## config.mk

```make
export PLATFORM = sky130hd
export DESIGN_NAME = wtcpwu_queue
export DESIGN_NICKNAME = d
export VERILOG_FILES = /design/src/sv/wtcpwu_pkg.sv /design/src/sv/wtcpwu_queue.sv
export VERILOG_INCLUDE_DIRS = /design/src /design/src/sv
export SDC_FILE = /design/constraint.sdc
export NUM_CORES = 1
export LEC_CHECK = 0
export BUFFER_PORTS_ARGS = -buffer_cell sky130_fd_sc_hd__buf_2
export CAP_MARGIN = 10
export CORE_MARGIN = 4
export CORE_UTILIZATION = 45
export DETAILED_ROUTE_END_ITERATION = 7
export PLACE_DENSITY_LB_ADDON = 0.08
export SETUP_SLACK_MARGIN = 0.3
export SYNTH_ARGS = -nofsm -noshare
export SYNTH_HDL_FRONTEND = slang
export SYNTH_SLANG_ARGS = --single-unit
```

## constraint.sdc

```tcl
create_clock -name clk -period 4.7 [get_ports clk]
set_input_delay 0.235 -clock clk [delete_from_list [all_inputs] [get_ports clk]]
set_output_delay 0.235 -clock clk [all_outputs]
set_load 0.005 [all_outputs]
```

## src/sv/weighted_tcp_window_update_assert.svh

```systemverilog
// Assertion macros used by the weighted TCP window update queue.
// Expects clk and rst_n in scope where used.
`ifndef WEIGHTED_TCP_WINDOW_UPDATE_ASSERT_SVH
`define WEIGHTED_TCP_WINDOW_UPDATE_ASSERT_SVH

// cond must never hold
`define WTCPWU_ASSERT_NEVER(label, cond) \
  label: assert property (@(posedge clk) disable iff (!rst_n) !(cond)) \
    else $error("wtcpwu: assertion failed");

// ante implies cons in the next cycle
`define WTCPWU_ASSERT_NEXT(label, ante, cons) \
  label: assert property (@(posedge clk) disable iff (!rst_n) (ante) |=> (cons)) \
    else $error("wtcpwu: assertion failed");

`endif

```

## src/sv/wtcpwu_pkg.sv

```systemverilog
// Types and constants for the weighted TCP window update block.
// No dependencies.
`default_nettype none
package wtcpwu_pkg;

  localparam int DVD_W    = 41;  // dividend width: w*seg*seg or bif*(2w-1)
  localparam int DIV_STEPS = DVD_W;

  localparam logic [1:0] REG_SEGMENT_SIZE = 2'd0;
  localparam logic [1:0] REG_FLOW_WEIGHT  = 2'd1;
  localparam logic [1:0] REG_DOUBLE_LIMIT = 2'd2;

  localparam logic FUNC_ACK  = 1'b0;
  localparam logic FUNC_LOSS = 1'b1;

  // classified item handed from front to back
  typedef struct packed {
    logic             func;
    logic [31:0]      win;       // window after slow start (ack) or original (loss)
    logic [31:0]      thr;
    logic             ca;        // congestion avoidance increment applies
    logic             lt;        // window was below threshold
    logic [31:0]      bif;
    logic [DVD_W-1:0] dividend;
    logic [31:0]      divisor;
  } item_t;

  typedef struct packed {
    item_t            it;
    logic [31:0]      rem;
    logic [DVD_W-1:0] dq;        // dividend bits shifting out, quotient in
  } bstage_t;

  typedef struct packed {
    logic full;
    logic empty;
  } q_stat_t;

endpackage
`default_nettype wire

```

## src/sv/wtcpwu_queue.sv

```systemverilog
// Short queue between front and back ends.
// Depends on wtcpwu_pkg and weighted_tcp_window_update_assert.svh.
`default_nettype none
`include "weighted_tcp_window_update_assert.svh"
module wtcpwu_queue #(
  parameter int DEPTH = 4
) (
  input  wire logic                clk,
  input  wire logic                rst_n,
  input  wire logic                push,
  input  wire wtcpwu_pkg::item_t   push_data,
  input  wire logic                pop,
  output wtcpwu_pkg::item_t        pop_data,
  output wtcpwu_pkg::q_stat_t      stat
);

  localparam int PW = (DEPTH > 1) ? $clog2(DEPTH) : 1;
  localparam int CW = $clog2(DEPTH + 1);

  wtcpwu_pkg::item_t mem_r [DEPTH];
  logic [PW-1:0] wp_r, rp_r;
  logic [CW-1:0] cnt_r;

  assign stat.full  = cnt_r == CW'(DEPTH);
  assign stat.empty = cnt_r == '0;
  assign pop_data   = mem_r[rp_r];

  always_ff @(posedge clk) begin
    if (push) begin
      mem_r[wp_r] <= push_data;
    end
  end

  always_ff @(posedge clk) begin
    if (!rst_n) begin
      wp_r  <= '0;
      rp_r  <= '0;
      cnt_r <= '0;
    end else begin
      if (push) begin
        wp_r <= (wp_r == PW'(DEPTH - 1)) ? '0 : wp_r + 1'b1;
      end
      if (pop) begin
        rp_r <= (rp_r == PW'(DEPTH - 1)) ? '0 : rp_r + 1'b1;
      end
      if (push && !pop) begin
        cnt_r <= cnt_r + 1'b1;
      end else if (pop && !push) begin
        cnt_r <= cnt_r - 1'b1;
      end
    end
  end

  `WTCPWU_ASSERT_NEVER(a_no_overflow, push && stat.full)
  `WTCPWU_ASSERT_NEVER(a_no_underflow, pop && stat.empty)
  `WTCPWU_ASSERT_NEXT(a_cnt_up, push && !pop, cnt_r == $past(cnt_r) + 1'b1)

endmodule
`default_nettype wire

```

; After elaboration in Yosys (flattened, before gate mapping)
; Memories as Yosys holds them, arrays and structs flattened. A register that Yosys moved wholly into a read port is not among the register bits.
; Cells that the tools add are included.
[op_classes]
n_addsub = 4
n_eq_ne = 3
n_mux = 8
reduce_logical = 6
[ops]
columns = op, count
row1 = $mux W2, 4
row2 = $mux W3, 2
row3 = $add A2 B1 Y2 const B, 2
row4 = $eq A2 B2 Y1 const B, 2
row5 = $add A3 B1 Y3 const B, 1
row6 = $eq A3 B3 Y1 const B, 1
row7 = $logic_not A3 Y1, 1
row8 = $sub A3 B1 Y3 const B, 1
row9 = $logic_and A1 B1 Y1, 2
row10 = $logic_not A1 Y1, 2
row11 = $mux W1, 2
row12 = $reduce_bool A2 Y1, 1
[word_totals]
register_bits = 7
mem_bits_rw = 688
input_bits = 176
output_inout_bits = 174
elab_cells = 25
n_memories = 1
[mem_list]
columns = memory, words, width, rd, rd_ports_with_merged_regs, write_ports, line_no
row1 = mem_r, 4, 172, 1, 1, 1, wtcpwu_queue.sv:20  ; wtcpwu_pkg::item_t mem_r [DEPTH];

; Depth between registers and ports, before layout
[logic_depth]
word_depth = 4
depth_mapped = 7
depth_no_buf = 7

; Worst setup path before layout
; OpenSTA, ideal clock, no wires.
[synth_timing]
path_type = reg2reg
startpoint = reg wp_r[0]
endpoint = mem mem_r[0][0] (netlist name), enable pin
setup_ns = 0.552
arrival_time_ns = 4.464
required_time_ns = 4.148
path_slack_ns = -0.317
path_stages_with_launch = 4
n_path_buf = 0
period_less_slack_ns = 5.017
path_cell_list = dfxtp_1 inv_1 ha_1 and2_1
[synth_rtl]
columns = element, line_no
row1 = from (decl), wtcpwu_queue.sv:21  ; logic [PW-1:0] wp_r, rp_r;
row2 = from (signal assigned), wtcpwu_queue.sv:41  ; wp_r <= (wp_r == PW'(DEPTH - 1)) ? '0 : wp_r + 1'b1;
row3 = to (decl), wtcpwu_queue.sv:20
; Straight into the memory's write port.

==> metrics.txt <==
synthesized flop and latch total=roughly 700; Post-route DRC=0; Final Setup Violations=0; GRT Total Usage=0.175; WHS Endpoint=wp_r[0]; PwrDens=roughly 440 nW/um^2; number of buffer cells added on primary ports=349; GRT overflow=0; Setup Buffers After CTS=0; Period Utilization, post-route=0.649; largest net degree at the start of global routing=84; f_max=roughly 330 MHz; worst hold path depth=3; Mapped Cells=942; Placed Instances=about 2000; Final Hold Vio Count=0; synth warn=0; Total Wirelength=about 52 mm; status=finished, final reports clean; simple-gate portion of the synthesized area=0.00357; Finished Layout Cells=around 2300; Pleak=approximately 0.011 uW; area delta synth->final=27.4%; worst hold start=push; DPL Wire Length=30.7 mm; Final min period=between 3000 and 4000 ps; first-pass GRT wire length=roughly 80 mm; reg2reg start=wp_r[0]; Post-CTS Resized=0; multiplexer share of the synthesized area=0.155; Relative slew margins=0.295; initial drt markers=between 700 and 800; setup TNS=0 ps; commonest cells after routing, fill and taps aside=edfxtp_1, buf_2, dlygate4sd3_1; Crit Reg-Reg Endpoint=mem_r[0][93]; vias=approximately 12000; H-tree depth=3; routed len/inst=roughly 22 um; Post-Synth Adder-Cell Area=0.00377; Synth Area per Inst=approximately 27 um^2; Worst EP arrival=between 2000 and 3000 ps; Die W=245 um; Worst Hold Class=in2reg; Post-synth ARST share=0; slew of the pin with the lowest slew margin=about 1100 ps; Core Rows=86; die area=60000 um^2; DRT antenna net count=0; DRT Pass-1 Iters=4; syn nets=~1100; top_reg_cell synth=edfxtp_1; register area=20800 um^2; Compound-Gate Fraction of Synth Area=0.000793; Unique masters post-synth=23; post-layout util=0.581; core region area=around 55000 um^2; CTS Buffer Depth=3; cts bufs inserted=74; post-synthesis sequential area ratio=0.826; Ports=350; largest family of logic cells by synthesized area=multiplexers; Post-synth EDFFs=688; Crit path required time=approximately 4500 ps; CTS sink cnt=between 600 and 700; vias in the first global route=12712; Fillers=roughly 4200; Worst-path clk slew=60 ps; Starting Density=0.456; Pins Over Slew Limit=0; clk root buf=clkbuf_16; CTS tree=built; layout cell share with drive strength beyond 1=0.412; Die Ht=approximately 240 um; CP max FO=between 40 and 50; peak supply drop=between 0.0003 and 0.0004 V; total of max-cap violations=0; RSZ-0062 raised after global routing=no; initial antenna violation count=6; area of the multi-input gates=between 4000 and 5000 um^2; Layout Nets=about 1700; xor and xnor area share after synthesis=0.000694; reg2reg path depth=4; Worst Setup Path Type=reg2out; routability cong.=between 0.7 and 0.8; setup slack, reg-to-reg=about 2500 ps; Critical Path Start Type=flip-flop; clk_lat worst skew=~590 ps; WHS=between 60 and 70 ps; vias per cell=a little over 5; Worst Skew=~11 ps; most common cell after layout, fill and taps aside=edfxtp_1; mapped cell area=about 25000 um^2; CP Capture Type=output pin
## layout make-up
class,instances,area share
flip-flops and latches,697,0.648
multi-input cells,203,0.129
repair buffers,541,0.118
clock buffers,98,0.0637
well taps,748,0.0291
clock inverters,34,0.0109
inverters,4,0.000467
diodes,3,0.000233
## through the flow
stage,instance area (um^2),worst slack [ps],total power [uW]
final,32200,1650,14100
after CTS,32100,1510,14300
after global placement,28000,2160,8420
after global routing,32100,1390,14700
after floorplan,25200,1600,7890
after detailed placement,28000,2150,8440
## flip-flops by register name, indices dropped and copies added, names as in the netlist, named ones only
| signal | flops |
|---|---|
| wp_r | 2 |
| cnt_r | 3 |
| rp_r | 2 |
| mem_r | 688 |
## synth_stat cells (all sizes together), types with 2 or more instances
cell    instances  share of area
buf            36         0.0097
and2            5         0.0012
mux2i           4         0.0016
edfxtp        688           0.82
dfxtp           9         0.0071
clkbuf          2        0.00030
nor2b           5         0.0012
inv             4        0.00059
nor3            2        0.00040
ha              6         0.0030
mux4          172           0.15
## where the power goes
group	switching [uW]	leakage [uW]	internal, uW
Sequential	79.9	0.00639	7130
Clock	2250	0.00117	3450
Combinational	584	0.00332	604
Total	2910	0.0109	11200
## how the worst max path moves through the flow
stage | start | to | slack [ps] | cells after the start
2_1_floorplan | wp_r[0] | mem_r[3][0] | 1600 | 2
3_3_place_gp | flip-flop | pop_data[103] | 2160 | 3
3_5_place_dp | flip-flop | pop_data[103] | 2150 | 3
4_1_cts | flip-flop | pop_data[103] | 1510 | 3
5_1_grt | flip-flop | pop_data[103] | 1390 | 3
6_report | flip-flop | pop_data[103] | 1650 | 3
## worst max-delay path, stage by stage (launching register included)
cell,delay (ps)
dfxtp_4,1050
buf_12,360
mux4_2,590
buf_2,160
## per-layer routing
layer | global-route usage | routed length [um]
met3 | 0.0481 | 3440
met4 | 0.0555 | 1150
met1 | 0.247 | 22500
met5 | 0 | 34
met2 | 0.270 | 24900
## cells by family after synthesis
logic type,count (synthesis)
flops,697
fa+ha+maj,7
buf+inv,42
simple gates,15
xor+xnor,2
compound gates,3
mux,176
## what timing repair did
item                                    CTS  global route
hold buffers                            175             0
endpoints found under the setup margin    0             0
endpoints found under the hold margin   697             0
Note: power is estimated with default switching activity, not from simulation.
