**config.mk**
```make
export PLATFORM = sky130hd
export DESIGN_NAME = wtcpwu_front
export DESIGN_NICKNAME = d
export VERILOG_FILES = /design/src/sv/weighted_tcp_window_update_assert.svh /design/src/sv/wtcpwu_pkg.sv /design/src/sv/wtcpwu_front.sv
export SDC_FILE = /design/constraint.sdc
export NUM_CORES = 2
export LEC_CHECK = 0
export ABC_AREA = 1
export BUFFER_PORTS_ARGS = -buffer_cell sky130_fd_sc_hd__buf_2
export CORE_UTILIZATION = 61
export CTS_CLUSTER_SIZE = 24
export DETAILED_ROUTE_END_ITERATION = 12
export MAX_ROUTING_LAYER = met4
export PLACE_DENSITY = 0.79
export SLEW_MARGIN = 10
export SYNTH_ARGS = -nofsm -noshare
export SYNTH_HDL_FRONTEND = slang
export SYNTH_SLANG_ARGS = --single-unit
```
**constraint.sdc**
```tcl
create_clock -name clk -period 8.7 [get_ports clk]
set_clock_uncertainty 0.15 [all_clocks]
set_input_delay 0.87 -clock clk [delete_from_list [all_inputs] [get_ports clk]]
set_output_delay 0.87 -clock clk [all_outputs]
set_load 0.02 [all_outputs]
```
**src/sv/weighted_tcp_window_update_assert.svh**
```systemverilog
// Assertion macros used by the weighted TCP window update queue.
// Expects clk and rst_n in scope where used.
`ifndef WEIGHTED_TCP_WINDOW_UPDATE_ASSERT_SVH
`define WEIGHTED_TCP_WINDOW_UPDATE_ASSERT_SVH

// cond must never hold
`define WTCPWU_ASSERT_NEVER(label, cond) \
  label: assert property (@(posedge clk) disable iff (!rst_n) !(cond)) \
    else $error("wtcpwu: assertion failed");

// ante implies cons in the next cycle
`define WTCPWU_ASSERT_NEXT(label, ante, cons) \
  label: assert property (@(posedge clk) disable iff (!rst_n) (ante) |=> (cons)) \
    else $error("wtcpwu: assertion failed");

`endif

```
**src/sv/wtcpwu_pkg.sv**
```systemverilog
// Types and constants for the weighted TCP window update block.
// No dependencies.
`default_nettype none
package wtcpwu_pkg;

  localparam int DVD_W    = 41;  // dividend width: w*seg*seg or bif*(2w-1)
  localparam int DIV_STEPS = DVD_W;

  localparam logic [1:0] REG_SEGMENT_SIZE = 2'd0;
  localparam logic [1:0] REG_FLOW_WEIGHT  = 2'd1;
  localparam logic [1:0] REG_DOUBLE_LIMIT = 2'd2;

  localparam logic FUNC_ACK  = 1'b0;
  localparam logic FUNC_LOSS = 1'b1;

  // classified item handed from front to back
  typedef struct packed {
    logic             func;
    logic [31:0]      win;       // window after slow start (ack) or original (loss)
    logic [31:0]      thr;
    logic             ca;        // congestion avoidance increment applies
    logic             lt;        // window was below threshold
    logic [31:0]      bif;
    logic [DVD_W-1:0] dividend;
    logic [31:0]      divisor;
  } item_t;

  typedef struct packed {
    item_t            it;
    logic [31:0]      rem;
    logic [DVD_W-1:0] dq;        // dividend bits shifting out, quotient in
  } bstage_t;

  typedef struct packed {
    logic full;
    logic empty;
  } q_stat_t;

endpackage
`default_nettype wire

```
**src/sv/wtcpwu_front.sv**
```systemverilog
// Front end: accepts items, applies slow start and forms divider operands.
// Depends on wtcpwu_pkg.
`default_nettype none
module wtcpwu_front (
  input  wire logic                 clk,
  input  wire logic                 rst_n,
  input  wire logic                 in_valid,
  output logic                      in_stall,
  input  wire logic                 in_func,
  input  wire logic [31:0]          in_window_now,
  input  wire logic [31:0]          in_threshold_now,
  input  wire logic [15:0]          in_segments_acked,
  input  wire logic [31:0]          in_bytes_in_flight,
  input  wire logic [15:0]          seg_size,
  input  wire logic [7:0]           flow_weight,
  input  wire logic [31:0]          dbl_limit,
  input  wire wtcpwu_pkg::q_stat_t  q_stat,
  output logic                      q_push,
  output wtcpwu_pkg::item_t         q_data
);

  logic        en_f;
  logic        a_v_r;
  logic        a_func_r, a_lt_r, a_le_r, a_nz_r, a_gt1_r;
  logic [31:0] a_win_r, a_thr_r, a_bif_r;
  logic [31:0] seg_sq_r;
  logic        b_v_r;
  wtcpwu_pkg::item_t b_item_r, b_item_nxt;

  logic        ss;
  logic [16:0] inc;
  logic [32:0] ss_sum;
  logic [31:0] win1;
  logic        more;
  logic [7:0]  w1;
  logic [8:0]  mul_b;
  logic [31:0] mul_a;
  logic [40:0] prod;

  assign en_f     = !(b_v_r && q_stat.full);
  assign in_stall = !en_f;
  assign q_push   = b_v_r && en_f;
  assign q_data   = b_item_r;

  always_ff @(posedge clk) begin
    seg_sq_r <= {16'd0, seg_size} * {16'd0, seg_size};
  end

  always_ff @(posedge clk) begin
    if (!rst_n) begin
      a_v_r <= 1'b0;
      b_v_r <= 1'b0;
    end else if (en_f) begin
      a_v_r <= in_valid;
      b_v_r <= a_v_r;
    end
  end

  always_ff @(posedge clk) begin
    if (en_f) begin
      a_func_r <= in_func;
      a_win_r  <= in_window_now;
      a_thr_r  <= in_threshold_now;
      a_bif_r  <= in_bytes_in_flight;
      a_lt_r   <= in_window_now < in_threshold_now;
      a_le_r   <= in_window_now <= dbl_limit;
      a_nz_r   <= in_segments_acked != 16'd0;
      a_gt1_r  <= in_segments_acked > 16'd1;
      b_item_r <= b_item_nxt;
    end
  end

  always_comb begin
    ss     = a_lt_r && a_nz_r;
    inc    = a_le_r ? {seg_size, 1'b0} : {1'b0, seg_size};
    ss_sum = {1'b0, a_win_r} + {16'd0, inc};
    win1   = !ss ? a_win_r : (ss_sum[32] ? 32'hFFFF_FFFF : ss_sum[31:0]);
    more   = ss ? a_gt1_r : a_nz_r;
    w1     = (flow_weight == 8'd0) ? 8'd1 : flow_weight;
    // one multiplier: bif*(2w-1) on loss, w*seg^2 on ack
    mul_a  = (a_func_r == wtcpwu_pkg::FUNC_LOSS) ? a_bif_r : seg_sq_r;
    mul_b  = (a_func_r == wtcpwu_pkg::FUNC_LOSS) ? ({w1, 1'b0} - 9'd1) : {1'b0, flow_weight};
    prod   = {9'd0, mul_a} * {32'd0, mul_b};

    b_item_nxt.func     = a_func_r;
    b_item_nxt.thr      = a_thr_r;
    b_item_nxt.lt       = a_lt_r;
    b_item_nxt.bif      = a_bif_r;
    b_item_nxt.dividend = prod;
    if (a_func_r == wtcpwu_pkg::FUNC_LOSS) begin
      b_item_nxt.win     = a_win_r;
      b_item_nxt.ca      = 1'b0;
      b_item_nxt.divisor = {23'd0, w1, 1'b0};
    end else begin
      b_item_nxt.win     = win1;
      b_item_nxt.ca      = (win1 >= a_thr_r) && more;
      b_item_nxt.divisor = win1;
    end
  end

endmodule
`default_nettype wire

```
# Word-level counts from Yosys, hierarchy flattened
# Index checks and enable logic that the tools add are counted.
dict set report totals {
  output_inout_bits 174
  input_bits 174
  wordCells 44
  regBits 307
}
dict set report classes {
  reduce_logical 7
  add_sub_neg 2
  n_mux 9
  magnitude_cmp 4
  n_mul 2
}
# cell count
set ops {}
lappend ops {{32-bit 2-to-1 mux} 4}
lappend ops {{32-bit by 9-bit multiplier with 41-bit output} 1}
lappend ops {{32-bit by 17-bit adder with 33-bit output} 1}
lappend ops {{32-bit >= comparator} 1}
lappend ops {{32-bit <= comparator} 1}
lappend ops {{32-bit less-than comparator} 1}
lappend ops {{16-bit by 16-bit multiplier with 32-bit output} 1}
lappend ops {{9-bit 2-to-1 mux} 2}
lappend ops {{17-bit 2-to-1 mux} 1}
lappend ops {{16-bit by 1-bit greater-than comparator with 1-bit output (second input constant)} 1}
lappend ops {{16-bit nonzero test} 1}
lappend ops {{9-bit by 1-bit subtractor with 9-bit output (second input constant)} 1}
lappend ops {{8-bit zero test} 1}
lappend ops {{8-bit 2-to-1 mux} 1}
lappend ops {{1-bit logical AND} 4}
lappend ops {{1-bit zero test} 1}
lappend ops {{1-bit 2-to-1 mux} 1}

# Depth between registers and ports, before layout
dict set report logic_depth {
  ltp_word 6
  mapped_depth 32
  mapped_depth_nobuf 31
}

# Worst setup path after synthesis
# OpenSTA, ideal clock, no wires.
dict set report synth_timing {
  kind {input port to output port}
  start {input port q_stat[1] (netlist bit)}
  end {output port in_stall}
  arrival_time_ns 7.918
  setup_slack_ns -0.238
  stages 2
  n_path_buf 0
  cell_sequence {nand2_1 -> inv_1}
}
dict set report synth_via {
  elab_chain_cells 1
}
# item line_no
set synth_lines {}
lappend synth_lines {{start, declared} wtcpwu_front.sv:17} ;# input wire wtcpwu_pkg::q_stat_t q_stat,
lappend synth_lines {{1-bit logical AND} wtcpwu_front.sv:40} ;# assign en_f = !(b_v_r && q_stat.full);
lappend synth_lines {{end, declared} wtcpwu_front.sv:8} ;# output logic in_stall,
# Every way passes these cells.

==> results.yml <==
placement:
  io_buffers: 346
  placed_area_um2: 34500
  gp_congestion: 0.956
  hpwl_um: 65800
synth:
  syn_avg_cell_area_um2: 8.66
  synth.top_cells.by_area: "edfxtp_1 (25%), fa_1 (23%), ha_1 (11%)"
  ys_warn_count: 0
  synthArstFlopShare: 0
  syn_area_um2: 32200
  synth_top_area_frac: 0.254
  synth_cell_types: 56
  syn-num-nets: 4548
  yosysSeqAreaShare: 0.275
  ys.flop_type: "edfxtp_1"
  ys_seq_elements: 306
  syn_inst: 3723
  yosys.area.top_type: "edfxtp_1"
  synth_edf_count: 273
critical_path:
  crit_arrival_ns: 7.09
  path_delay_family: "adder cells"
  critPathMaxFanout: 28
  critPathBufInv: 6
  path_depth: 25
  critPathLaunchType: "primary input"
  cpMostUsedCell: "nand2_1"
  crit_path_start: "flow_weight[5]"
  rr_startpoint: "a_func_r$_DFFE_PN_"
  cp_slowest_stage_delay_ns: 0.62
  crit_type: "primary input to flip-flop"
  cp_slowest_cell: "a21oi_1"
  crit_required_ns: 8.86
  end_kind: "flip-flop"
  reg2reg_depth: 20
route:
  post_drt_wl_per_cell_um: 16.9
  ant_nets: 0
  drt_iter0_drc: 2020
  firstDrtPassIters: 6
  via_per_inst: 5.33
  vias: 25300
  post-route-drc-count: 0
  routed_wl_um: 80400
global_route:
  grt_max_degree: 114
  grt-ovfl-total: 0
  grt_usage: 0.315
  grt_pass1_vias: 25200
  antenna_found_initial: 5
  grt_pass1_wl_um: 128000
floorplan:
  die_w_um: 232
  initial_core_util: 0.623
  rows: 83
  core_area_um2: 51700
  io_pins: 348
  die_h_um: 232
  dieArea_um2: 53800
timing:
  period_minus_slack_ns: 6.93
  fmax_ghz: 0.144
  relSlewSlack: 0.277
  rsz0062_at_grt: "no"
  timing.final.crit_share: 0.797
  final-setup-viol-count: 0
  finalSetupTns_ns: 0
  maxSlewViolCount: 0
  worst_pin_slew_ns: 1.08
  hold_viol_final: 0
clock_network:
  ctsHoldBuffers: 0
  clock_path_buffers: 3
  clock-root-buffer: "clkbuf_16"
  cts.clk_slew.worst_paths_ns: 0.06
  cts_setup_buffers: 0
  cts_tree: "yes"
  clock_sinks: 306
  clkLatencyLatePin_ns: 0.56
  cts.repair.resized: 0
  cts_max_level: 2
  cts_buffers: 35
finish:
  fill_cells: 4240
  nets: 4862
  area_growth_pct: 10.7
  fin_area_um2: 35700
  final_cell_mix: "inv_1 (872), nand2_1 (813), fa_1 (376), buf_2 (346), nor2_1 (299)"
  layout_commonest_cell: "inv_1"
  drive_above_1_share: 0.137
hold_path:
  min_path_cells: 0
  hold_class: "flip-flop to flip-flop"
  min-delay-start: "a_thr_r[15]$_DFFE_PN_"
run_status:
  status: "finished clean"
job:
  cap_viol_max_count: 0
-- area by class of cell --
type	instances	area [um2]	share of cell area
Antenna cell	5	12.5	0.000351
Clock buffer	40	895	0.0251
Clock inverter	24	285	0.00800
Inverter	897	3370	0.0944
Multi-Input combinational cell	2443	19600	0.549
Sequential cell	306	8860	0.248
Tap cell	680	851	0.0238
Timing Repair Buffer	354	1800	0.0506
-- synth_stat cells, types with 9 or more instances --
cell type,number
or2_2,22
nor4_1,13
buf_2,12
buf_1,9
nand3_2,13
nor2_2,14
edfxtp_1,273
dfxtp_1,33
ha_1,275
o21ai_0,97
a21oi_1,155
xor2_1,45
clkbuf_1,41
nand2_2,18
nand3_1,102
nor3_1,25
nor2_1,299
inv_1,873
nand4_1,28
nand2_1,814
a21o_1,9
o21a_1,9
nor2_4,21
fa_1,376
inv_2,22
xnor2_1,19
nand3_4,12
-- metrics by stage --
step,util,std cells,setup WS [ns],hold slack [ns]
2_1_floorplan,-,3723,2.52,0.268
3_3_place_gp,0.667,4680,1.40,0.280
3_5_place_dp,0.667,4680,1.30,0.283
4_1_cts,0.690,4744,1.87,0.294
5_1_grt,0.690,4749,1.55,0.301
6_report,0.690,4749,1.77,0.294
-- metal layers --
metal	track usage	vias up	routed length, um
li1	-	12100	-
met1	0.416	12100	34200
met2	0.493	973	37000
met3	0.0470	163	5960
met4	0.121	0	3280
met5	-	-	0
-- cells by family after synthesis --
family | count (synthesis) | synth area share
buffers and inverters | 974 | 0.117
AO/OA/AOI/OAI | 317 | 0.0545
adder cells (fa/ha/maj) | 651 | 0.340
XOR/XNOR | 64 | 0.0174
flip-flops | 306 | 0.275
AND/OR/NAND/NOR | 1410 | 0.195
multiplexers | 1 | 0.000349
-- registers in the layout, indices dropped and copies added (netlist names) --
register / flops
q_data: 172
a_bif_r: 32
a_thr_r: 32
a_win_r: 32
seg_sq_r: 31
a_func_r: 1
a_gt1_r: 1
a_le_r: 1
a_lt_r: 1
a_nz_r: 1
a_v_r: 1
b_v_r: 1
-- worst paths after layout --
path / endpoint / slack [ns]
setup / recovery: q_data[69]$_DFFE_PN_ / 1.77
hold / removal: q_data[122]$_DFFE_PN_ / 0.29
setup reg to reg: q_data[69]$_DFFE_PN_ / 2.05
hold reg to reg: q_data[122]$_DFFE_PN_ / 0.29
Power is not shown: default switching activity piles up to over one toggle a cycle in this logic, so the estimate is an artifact.
